## src/hw/rtl/tlgs_pkg.sv

```systemverilog
`default_nettype none

package tlgs_pkg;

  localparam int NUM_LABELS_DEF = 3;
  localparam int NUM_TOPICS_DEF = 16;
  localparam int VOCAB_SIZE_DEF = 4096;
  localparam int NUM_DOCS_DEF   = 1024;

  localparam int FUNC_W    = 2;
  localparam int DOC_W     = 10;
  localparam int WORD_W    = 12;
  localparam int LBL_W     = 2;
  localparam int TOP_W     = 4;
  localparam int RAND_W    = 16;
  localparam int PRIOR_W   = 24;
  localparam int CFG_IDX_W = 2;

  localparam int CNT_W  = 20;
  localparam int LTC_W  = 24;
  localparam int LPS_W  = 36;
  localparam int ACC_W  = 40;
  localparam int FRAC_W = 24;
  localparam int DIV_W  = 48;
  localparam int BW_W   = 32;
  localparam int BS_W   = 44;
  localparam int MUL_W  = 24;
  localparam int Q_SH   = 16;

  localparam logic [PRIOR_W-1:0] ONE_Q16   = 24'h01_0000;
  localparam logic [PRIOR_W-1:0] ALPHA_RST = 24'd65536;
  localparam logic [PRIOR_W-1:0] BETA_RST  = 24'd655;
  localparam logic [PRIOR_W-1:0] GAMMA_RST = 24'd65536;

  localparam logic [FUNC_W-1:0] FUNC_ADD      = 2'd0;
  localparam logic [FUNC_W-1:0] FUNC_RESAMPLE = 2'd1;
  localparam logic [FUNC_W-1:0] FUNC_PRIOR    = 2'd2;

  localparam logic [CFG_IDX_W-1:0] REG_ALPHA = 2'd0;
  localparam logic [CFG_IDX_W-1:0] REG_BETA  = 2'd1;
  localparam logic [CFG_IDX_W-1:0] REG_GAMMA = 2'd2;

  typedef struct packed {
    logic             start;
    logic [DIV_W-1:0] num;
    logic [DIV_W-1:0] den;
  } div_req_t;

  typedef struct packed {
    logic busy;
    logic done;
  } div_stat_t;

endpackage

`default_nettype wire

```

## src/hw/rtl/tlgs_div.sv

```systemverilog
`default_nettype none

module tlgs_div (
  input  logic                        clk_i,
  input  logic                        rst_ni,
  input  tlgs_pkg::div_req_t          req_i,
  output tlgs_pkg::div_stat_t         stat_o,
  output logic [tlgs_pkg::FRAC_W-1:0] quo_o
);
  import tlgs_pkg::*;

  localparam int CNT_BITS = $clog2(FRAC_W);

  logic                busy_q, busy_d;
  logic                done_q, done_d;
  logic [CNT_BITS-1:0] cnt_q, cnt_d;
  logic [DIV_W-1:0]    rem_q, rem_d;
  logic [DIV_W-1:0]    den_q, den_d;
  logic [FRAC_W-1:0]   quo_q, quo_d;
  logic [DIV_W:0]      rem_sh;
  logic [DIV_W:0]      rem_sub;

  always_comb begin
    rem_sh  = {rem_q, 1'b0};
    rem_sub = rem_sh - {1'b0, den_q};
    busy_d  = busy_q;
    done_d  = done_q;
    cnt_d   = cnt_q;
    rem_d   = rem_q;
    den_d   = den_q;
    quo_d   = quo_q;
    if (req_i.start) begin
      // A fraction of one or more saturates to all ones.
      if (req_i.num >= req_i.den) begin
        quo_d  = '1;
        busy_d = 1'b0;
        done_d = 1'b1;
      end else begin
        rem_d  = req_i.num;
        den_d  = req_i.den;
        quo_d  = '0;
        cnt_d  = '0;
        busy_d = 1'b1;
        done_d = 1'b0;
      end
    end else if (busy_q) begin
      if (rem_sh >= {1'b0, den_q}) begin
        rem_d = rem_sub[DIV_W-1:0];
        quo_d = {quo_q[FRAC_W-2:0], 1'b1};
      end else begin
        rem_d = rem_sh[DIV_W-1:0];
        quo_d = {quo_q[FRAC_W-2:0], 1'b0};
      end
      if (cnt_q == CNT_BITS'(FRAC_W - 1)) begin
        busy_d = 1'b0;
        done_d = 1'b1;
      end else begin
        cnt_d = cnt_q + 1'b1;
      end
    end
  end

  always_ff @(posedge clk_i or negedge rst_ni) begin
    if (!rst_ni) begin
      busy_q <= 1'b0;
      done_q <= 1'b0;
      cnt_q  <= '0;
    end else begin
      busy_q <= busy_d;
      done_q <= done_d;
      cnt_q  <= cnt_d;
    end
  end

  always_ff @(posedge clk_i) begin
    rem_q <= rem_d;
    den_q <= den_d;
    quo_q <= quo_d;
  end

  assign stat_o.busy = busy_q;
  assign stat_o.done = done_q;
  assign quo_o       = quo_q;

endmodule

`default_nettype wire

```

## config.mk

```make
export PLATFORM = sky130hd
export DESIGN_NAME = tlgs_div
export DESIGN_NICKNAME = d
export VERILOG_FILES = /design/src/hw/rtl/tlgs_pkg.sv /design/src/hw/rtl/tlgs_div.sv
export SDC_FILE = /design/constraint.sdc
export NUM_CORES = 1
export LEC_CHECK = 0
export BUFFER_PORTS_ARGS = -buffer_cell sky130_fd_sc_hd__buf_4
export CAP_MARGIN = 20
export CORE_MARGIN = 5
export CORE_UTILIZATION = 43
export CTS_CLUSTER_DIAMETER = 60
export DETAILED_ROUTE_END_ITERATION = 7
export GPL_ROUTABILITY_DRIVEN = 0
export PLACE_DENSITY = 0.73
export SLEW_MARGIN = 20
export SYNTH_ARGS = -nofsm -noshare
export SYNTH_HDL_FRONTEND = slang
export SYNTH_SLANG_ARGS = --single-unit
```

## constraint.sdc

```tcl
create_clock -name clk_i -period 5.1 [get_ports clk_i]
set_input_delay 0.51 -clock clk_i [delete_from_list [all_inputs] [get_ports clk_i]]
set_output_delay 0.51 -clock clk_i [all_outputs]
set_load 0.02 [all_outputs]
```

==> results of run 1 <==
[placed cells by master (no fill, tap or decap), types with 5 or more instances in the layout]
| master | synthesis | final |
|---|---|---|
| inv_1 | 135 | 135 |
| buf_4 | 3 | 130 |
| edfxtp_1 | 120 | 120 |
| nor2_1 | 112 | 112 |
| a21oi_1 | 110 | 110 |
| ha_1 | 97 | 97 |
| nand2_1 | 63 | 63 |
| o21ai_0 | 48 | 48 |
| a21o_1 | 46 | 46 |
| nand4_1 | 26 | 26 |
| a211oi_1 | 24 | 24 |
| xnor2_1 | 22 | 22 |
| xor2_1 | 22 | 22 |
| clkbuf_16 | 0 | 20 |
| o21a_1 | 16 | 16 |
| o21bai_1 | 12 | 12 |
| nand3_1 | 11 | 11 |
| nor3_1 | 9 | 9 |
| mux2_2 | 9 | 9 |
| nand2b_1 | 9 | 8 |
| o211ai_1 | 8 | 8 |
| dfrtp_1 | 7 | 7 |
| a31oi_1 | 6 | 6 |
| and3_1 | 5 | 5 |
| nor2b_1 | 5 | 5 |
| mux2i_1 | 5 | 5 |
| clkinv_4 | 0 | 5 |
[layout make-up]
cell class	count	share of cell area
clock inverters	8	0.00579
multi-input cells	728	0.444
flip-flops and latches	127	0.336
clock buffers	24	0.0477
well taps	280	0.0312
inverters	135	0.0451
repair buffers	132	0.0895
[synth_stat cells, types with 12 or more instances]
master,n,share of area
inv_1,135,0.053
edfxtp_1,120,0.38
nor2_1,112,0.044
a21oi_1,110,0.058
ha_1,97,0.13
nand2_1,63,0.025
o21ai_0,48,0.025
a21o_1,46,0.036
nand4_1,26,0.017
a211oi_1,24,0.019
clkbuf_1,23,0.0091
xnor2_1,22,0.020
xor2_1,22,0.020
buf_2,18,0.0095
o21a_1,16,0.013
o21bai_1,12,0.0095
[worst register-to-register path, stage by stage, from the launching register on]
cell and delay, ps:
edfxtp_1 430, ha_1 410, a21oi_1 240, o21ai_0 210, a211oi_1 280, o31a_1 180, o211ai_2 140, o21a_1 260
o21ai_4 470, buf_4 410, nor2_1 100, a211oi_1 260, a21oi_1 90
[state kept, by name, indices dropped and copies added (netlist names)]
name,cells
busy_q,1
cnt_q,5
den_q,48
done_q,1
quo_o,24
rem_q,48
[path summary, 6_finish.rpt]
kind / startpoint / to / slack (ps) / depth (start not counted)
setup / recovery: rem_q[19]$_DFFE_PP_ / rem_q[25]$_DFFE_PP_ / 1320 / 12
hold / removal: req_i[2] / den_q[2]$_DFFE_PP_ / 250 / 1
setup reg to reg: rem_q[19]$_DFFE_PP_ / rem_q[25]$_DFFE_PP_ / 1320 / 12
hold reg to reg: done_q$_DFFE_PN0P_ / done_q$_DFFE_PN0P_ / 530 / 2
max in group asynchronous: rst_ni / busy_q$_DFF_PN0_ / 4550 / 2
min in group asynchronous: rst_ni / done_q$_DFFE_PN0P_ / 430 / 2
[logic make-up (layout without fill, tap and decap cells)]
| kind of cell | after synthesis | in the layout | share of synthesized area |
|---|---|---|---|
| DFF | 127 | 127 | 0.398 |
| xor gates and xnor gates | 44 | 44 | 0.0406 |
| AOI/OAI and AO/OA | 312 | 312 | 0.212 |
| and+or+nand+nor | 259 | 259 | 0.124 |
| buffers and inverters | 182 | 299 | 0.0778 |
| adders and majority gates | 98 | 98 | 0.130 |
| muxes | 15 | 15 | 0.0175 |
[per-layer routing]
| metal | track usage | routed length (um) |
|---|---|---|
| met5 | 0 | 0 |
| met4 | 0.0597 | 413 |
| met3 | 0.0549 | 1900 |
| met2 | 0.306 | 10900 |
| met1 | 0.259 | 11000 |
[stage by stage]
stage	cell area [sq um]	cells	power (uW)
global placement	10600	1401	3520
global route	11200	1434	5130
floorplan	9500	1037	3060
detailed placement	10600	1401	3560
finish	11200	1434	4810
CTS	11200	1434	4800
[power by group through the flow]
stage          Combinational [uW]  Clock, uW  Sequential, uW
3_5_place_dp                 2060          0            1500
3_3_place_gp                 2020          0            1500
2_1_floorplan                1540          0            1510
6_report                     2100       1220            1490
5_1_grt                      2340       1290            1510
4_1_cts                      2070       1240            1490
==> results.py, run 1 <==
metrics = {
    "finish": {
        "n_fill_cell": 2014,
        "seqCellArea_sq_mm": 0.00378,
        "multi_input_area_sq_mm": 0.00499,
        "final_util": 0.516,
        "final_nets": 1338,
        "num_antenna_cells": 0,
        "drive_gt1_frac": 0.164,
        "area_delta_synth_final_pct": 18.3,
    },
    "clock_tree": {
        "cts_setup_buffers": 0,
        "cts_resized": 0,
        "cts_tree": "built",
        "hold_buffers": 1,
        "cts.sinks": 127,
        "clkLatencyLatePin_ps": 440,
        "htreeDepth": 4,
        "clock_path_buffers": 2,
        "clkTransAtPathRegs_ps": 70,
        "cts-root-buf": "clkbuf_16",
        "cts_inserted_buffers": 17,
    },
    "sta": {
        "hold_viol": 0,
        "fmax_mhz": 265,
        "finalMaxSlewViolations": 0,
        "setup_viol": 0,
        "hold_ws_ps": 255,
        "slew_headroom": 0.356,
        "clock_skew_ps": 15.7,
        "tns_ps": 0,
        "tightest_slew_ps": 966,
        "fin_crit_ps": 3780,
        "timing.final.crit_share": 0.741,
        "rsz0062_at_grt": "false",
        "fin_ws_ps": 1320,
    },
    "placed_design": {
        "portBuffers": 124,
        "pre_cts_ws_ps": 1190,
        "hpwl_um": 18300,
    },
    "drt": {
        "vias_per_cell": 5.47,
        "ant_nets": 0,
        "post_drt_wl_per_cell_um": 16.9,
        "post-route-drc-count": 0,
        "dr.pass1.iters": 7,
        "wirelength_um": 24200,
        "drt_iter0_markers": 589,
        "vias": 7837,
    },
    "logic_synthesis": {
        "dominantRegCellSynth": "edfxtp_1",
        "netlist_area_sq_mm": 0.00950,
        "ys_types": 63,
        "ys_async_sr_fraction": 0.0551,
        "ys_seq_area_frac": 0.398,
        "synth_edf_count": 120,
        "syn_nets": 1234,
        "avgSynthCellArea_sq_um": 9.16,
        "synth_cells": 1037,
        "ys_ff_latch": 127,
        "yosysWarningCount": 0,
    },
    "worst_setup_path": {
        "crit_path_top_delay_cell": "o21ai_4",
        "crit_buf_inv": 1,
        "critPathLaunchType": "flop",
        "end_kind": "flop",
        "slowest_delay_ps": 470,
        "cp_data_arrival_time_ps": 3900,
        "cp_top_family": "compound AO/OA/AOI/OAI gates",
        "cp_data_required_time_ps": 5230,
        "cp_cell_sequence": "ha_1 > a21oi_1 > o21ai_0 > a211oi_1 > o31a_1 > o211ai_2 > o21a_1 > o21ai_4 > buf_4 > nor2_1 > a211oi_1 > a21oi_1",
        "worstSetupPathType": "flop to flop",
        "crit_fanout": 28,
    },
    "floorplanning": {
        "rows": 54,
        "fp.dieH_um": 159,
        "start_util": 0.437,
        "num_io_pins": 125,
        "fp.dieArea_sq_mm": 0.0252,
        "coreArea_sq_mm": 0.0218,
        "die_w_um": 159,
    },
    "power": {
        "swShare": 0.381,
        "power_frac_comb": 0.437,
        "ir_drop_v": 0.000187,
        "p_leak_uw": 0.00516,
        "pwr-share-seq": 0.309,
        "p_sw_uw": 1830,
        "clockPowerShare": 0.254,
        "power-per-cell-area_mw_per_mm2": 428,
        "internal_power_uw": 2980,
    },
    "global_route": {
        "grt.total_usage": 0.194,
        "grt_antenna_before_repair": 0,
        "grt_pass1_wl_um": 38500,
        "grt_pass1_vias": 7769,
        "grt-ovfl-total": 0,
        "grt_max_degree": 86,
    },
    "run": {
        "cap_violations": 0,
    },
    "run_status": {
        "run_status": "finished, final reports clean",
    },
    "hold_path": {
        "hold_class": "input pin to flop",
    },
}
No activity file was read; power rests on OpenSTA's default activity.
==> run 2, diff against run 1 <==
--- a/config.mk
+++ b/config.mk
@@ -12,7 +12,7 @@
 export CTS_CLUSTER_DIAMETER = 60
 export DETAILED_ROUTE_END_ITERATION = 7
 export GPL_ROUTABILITY_DRIVEN = 0
-export PLACE_DENSITY = 0.73
+export PLACE_DENSITY = 0.76
 export SLEW_MARGIN = 20
 export SYNTH_ARGS = -nofsm -noshare
 export SYNTH_HDL_FRONTEND = slang
==> constraint.sdc (replaced) <==
create_clock -name clk_i -period 3 [get_ports clk_i]
set_input_delay 0.3 -clock clk_i [delete_from_list [all_inputs] [get_ports clk_i]]
set_output_delay 0.3 -clock clk_i [all_outputs]
set_load 0.02 [all_outputs]
==> results.py, run 2 (synthesized netlist as in run 1, its figures left out) <==
metrics = {
    "run_status": {
        "run_status": "complete, but fails checks",
        "violations": "setup timing",
    },
    "clock_tree": {
        "cts.sinks": 127,
        "clock_path_buffers": 2,
        "clkLatencyLatePin_ps": 440,
        "cts_inserted_buffers": 17,
        "clkTransAtPathRegs_ps": 70,
        "cts_tree": "built",
        "htreeDepth": 4,
        "cts-root-buf": "clkbuf_16",
    },
    "sta": {
        "fmax_mhz": 320,
        "slew_headroom": 0.628,
        "clock_skew_ps": 13.1,
        "finalMaxSlewViolations": 0,
        "hold_viol": 0,
        "timing.final.crit_share": 1.04,
        "fin_ws_ps": -124,
        "tightest_slew_ps": 558,
        "setup_viol": 25,
        "fin_crit_ps": 3120,
        "rsz0062_at_grt": "true",
    },
    "finish": {
        "final_common_cell": "buf_4",
        "stdcell_count": 1578,
        "final_cell_mix": "buf_4 (254), inv_1 (128), edfxtp_1 (120)",
        "drive_gt1_frac": 0.344,
        "area_delta_synth_final_pct": 40.0,
        "num_antenna_cells": 0,
        "final_nets": 1482,
    },
    "floorplanning": {
        "rows": 54,
        "fp.dieArea_sq_mm": 0.0252,
        "fp.dieH_um": 159,
        "coreArea_sq_mm": 0.0218,
        "num_io_pins": 125,
        "die_w_um": 159,
        "start_util": 0.437,
    },
    "drt": {
        "drt_iter0_markers": 725,
        "post-route-drc-count": 0,
        "wirelength_um": 29000,
        "vias": 8822,
        "dr.pass1.iters": 5,
        "post_drt_wl_per_cell_um": 18.4,
        "vias_per_cell": 5.59,
        "ant_nets": 0,
    },
    "global_route": {
        "use_met2": 0.352,
        "grt_antenna_before_repair": 0,
        "grt.total_usage": 0.212,
        "met1_usage": 0.267,
        "grt_max_degree": 46,
        "grt_pass1_vias": 8653,
        "grt_pass1_wl_um": 42100,
        "grt_busiest_layer": "met2",
        "grt-ovfl-total": 0,
        "use_met3": 0.0557,
    },
    "worst_setup_path": {
        "end_kind": "flop",
        "worstSetupPathType": "flop to flop",
        "cp_data_arrival_time_ps": 3270,
        "crit_fanout": 5,
        "reg2reg_from": "rem_q[27]$_DFFE_PP_",
        "r2r_cells": 13,
        "critPathLaunchType": "flop",
        "cp_data_required_time_ps": 3150,
        "reg2reg_to": "rem_q[22]$_DFFE_PP_",
        "rrSetupSlack_ps": -120,
    },
    "run": {
        "cap_violations": 0,
    },
    "power": {
        "p_sw_uw": 3910,
        "internal_power_uw": 6330,
        "swShare": 0.382,
        "ir_drop_v": 0.000375,
        "power_uw": 10200,
        "clockPowerShare": 0.213,
        "power_frac_comb": 0.536,
        "p_leak_uw": 0.00601,
        "pwr-share-seq": 0.252,
        "power-per-cell-area_mw_per_mm2": 770,
    },
    "placed_design": {
        "portBuffers": 124,
        "place_inst": 1506,
        "hpwl_um": 19700,
    },
    "hold_path": {
        "holdPathStages": 1,
        "hold_class": "input pin to flop",
        "hold_start": "req_i[38]",
        "worst_hold_path.endpoint": "den_q[38]$_DFFE_PP_",
    },
}
run 2: worst max-delay path by stage:
stage	cells past startpoint	startpoint	to
after floorplan	13	req_i[48]	rem_q[0]$_DFFE_PP_
after global placement	12	rem_q[2]$_DFFE_PP_	rem_q[1]$_DFFE_PP_
after detailed placement	13	rem_q[5]$_DFFE_PP_	rem_q[12]$_DFFE_PP_
after CTS	12	rem_q[27]$_DFFE_PP_	rem_q[41]$_DFFE_PP_
after global routing	14	rem_q[19]$_DFFE_PP_	rem_q[22]$_DFFE_PP_
final	13	rem_q[27]$_DFFE_PP_	rem_q[22]$_DFFE_PP_
run 2: layout make-up:
type / instances / area, sq um
Clock buffer: 17 / 425
Clock inverter: 15 / 181
Fill cell: 1723 / 8460
Inverter: 135 / 507
Multi-Input combinational cell: 728 / 5770
Sequential cell: 127 / 3780
Tap cell: 280 / 350
Timing Repair Buffer: 276 / 2280
run 2: power by group through the flow:
stage | clock [uW] | combinational (uW) | sequential (uW)
final | 2180 | 5480 | 2580
after global routing | 2300 | 5880 | 2600
after CTS | 2200 | 4460 | 2540
after detailed placement | 0 | 4160 | 2550
after global placement | 0 | 4080 | 2540
after floorplan | 0 | 2630 | 2570
run 2: stage by stage:
step / instance area, sq um / setup slack [ps] / hold slack, ps / setup TNS [ps] / utilization
after floorplan: 9510 / 13.9 / 4.41 / 0 / -
after global placement: 11500 / -157 / 118 / -9580 / 0.528
after detailed placement: 11500 / -203 / 119 / -10400 / 0.528
after CTS: 12500 / -14.2 / 31.6 / -20.8 / 0.573
after global routing: 13300 / -218 / 35.8 / -3390 / 0.611
final: 13300 / -124 / 39.7 / -1180 / 0.611
run 2: timing repair:
item                                    4_1_cts  5_1_grt
cloned                                        0        3
endpoints found under the hold margin         7        0
buffers inserted                             12       26
pin swaps                                    25       49
hold buffers                                  1        0
endpoints found under the setup margin       43       46
resized for setup                            54      121
run 2: layer usage:
metal / part of all wire / wire (um) / up-vias
met4: 0.031 / 897 / 0
met3: 0.074 / 2150 / 91
met2: 0.49 / 14100 / 331
met5: 0 / 0 / -
li1: - / - / 4193
met1: 0.41 / 11800 / 4207
run 2: critical path: stages (launching register included):
cell and delay, ps:
edfxtp_1 440, ha_4 290, a21o_1 200, o21bai_4 190, a211oi_2 210, o31a_1 180, o211ai_2 100, o21a_1 230
o21ai_4 280, clkbuf_16 210, buf_6 90, nor2_1 30, a211oi_1 280, a21oi_1 90
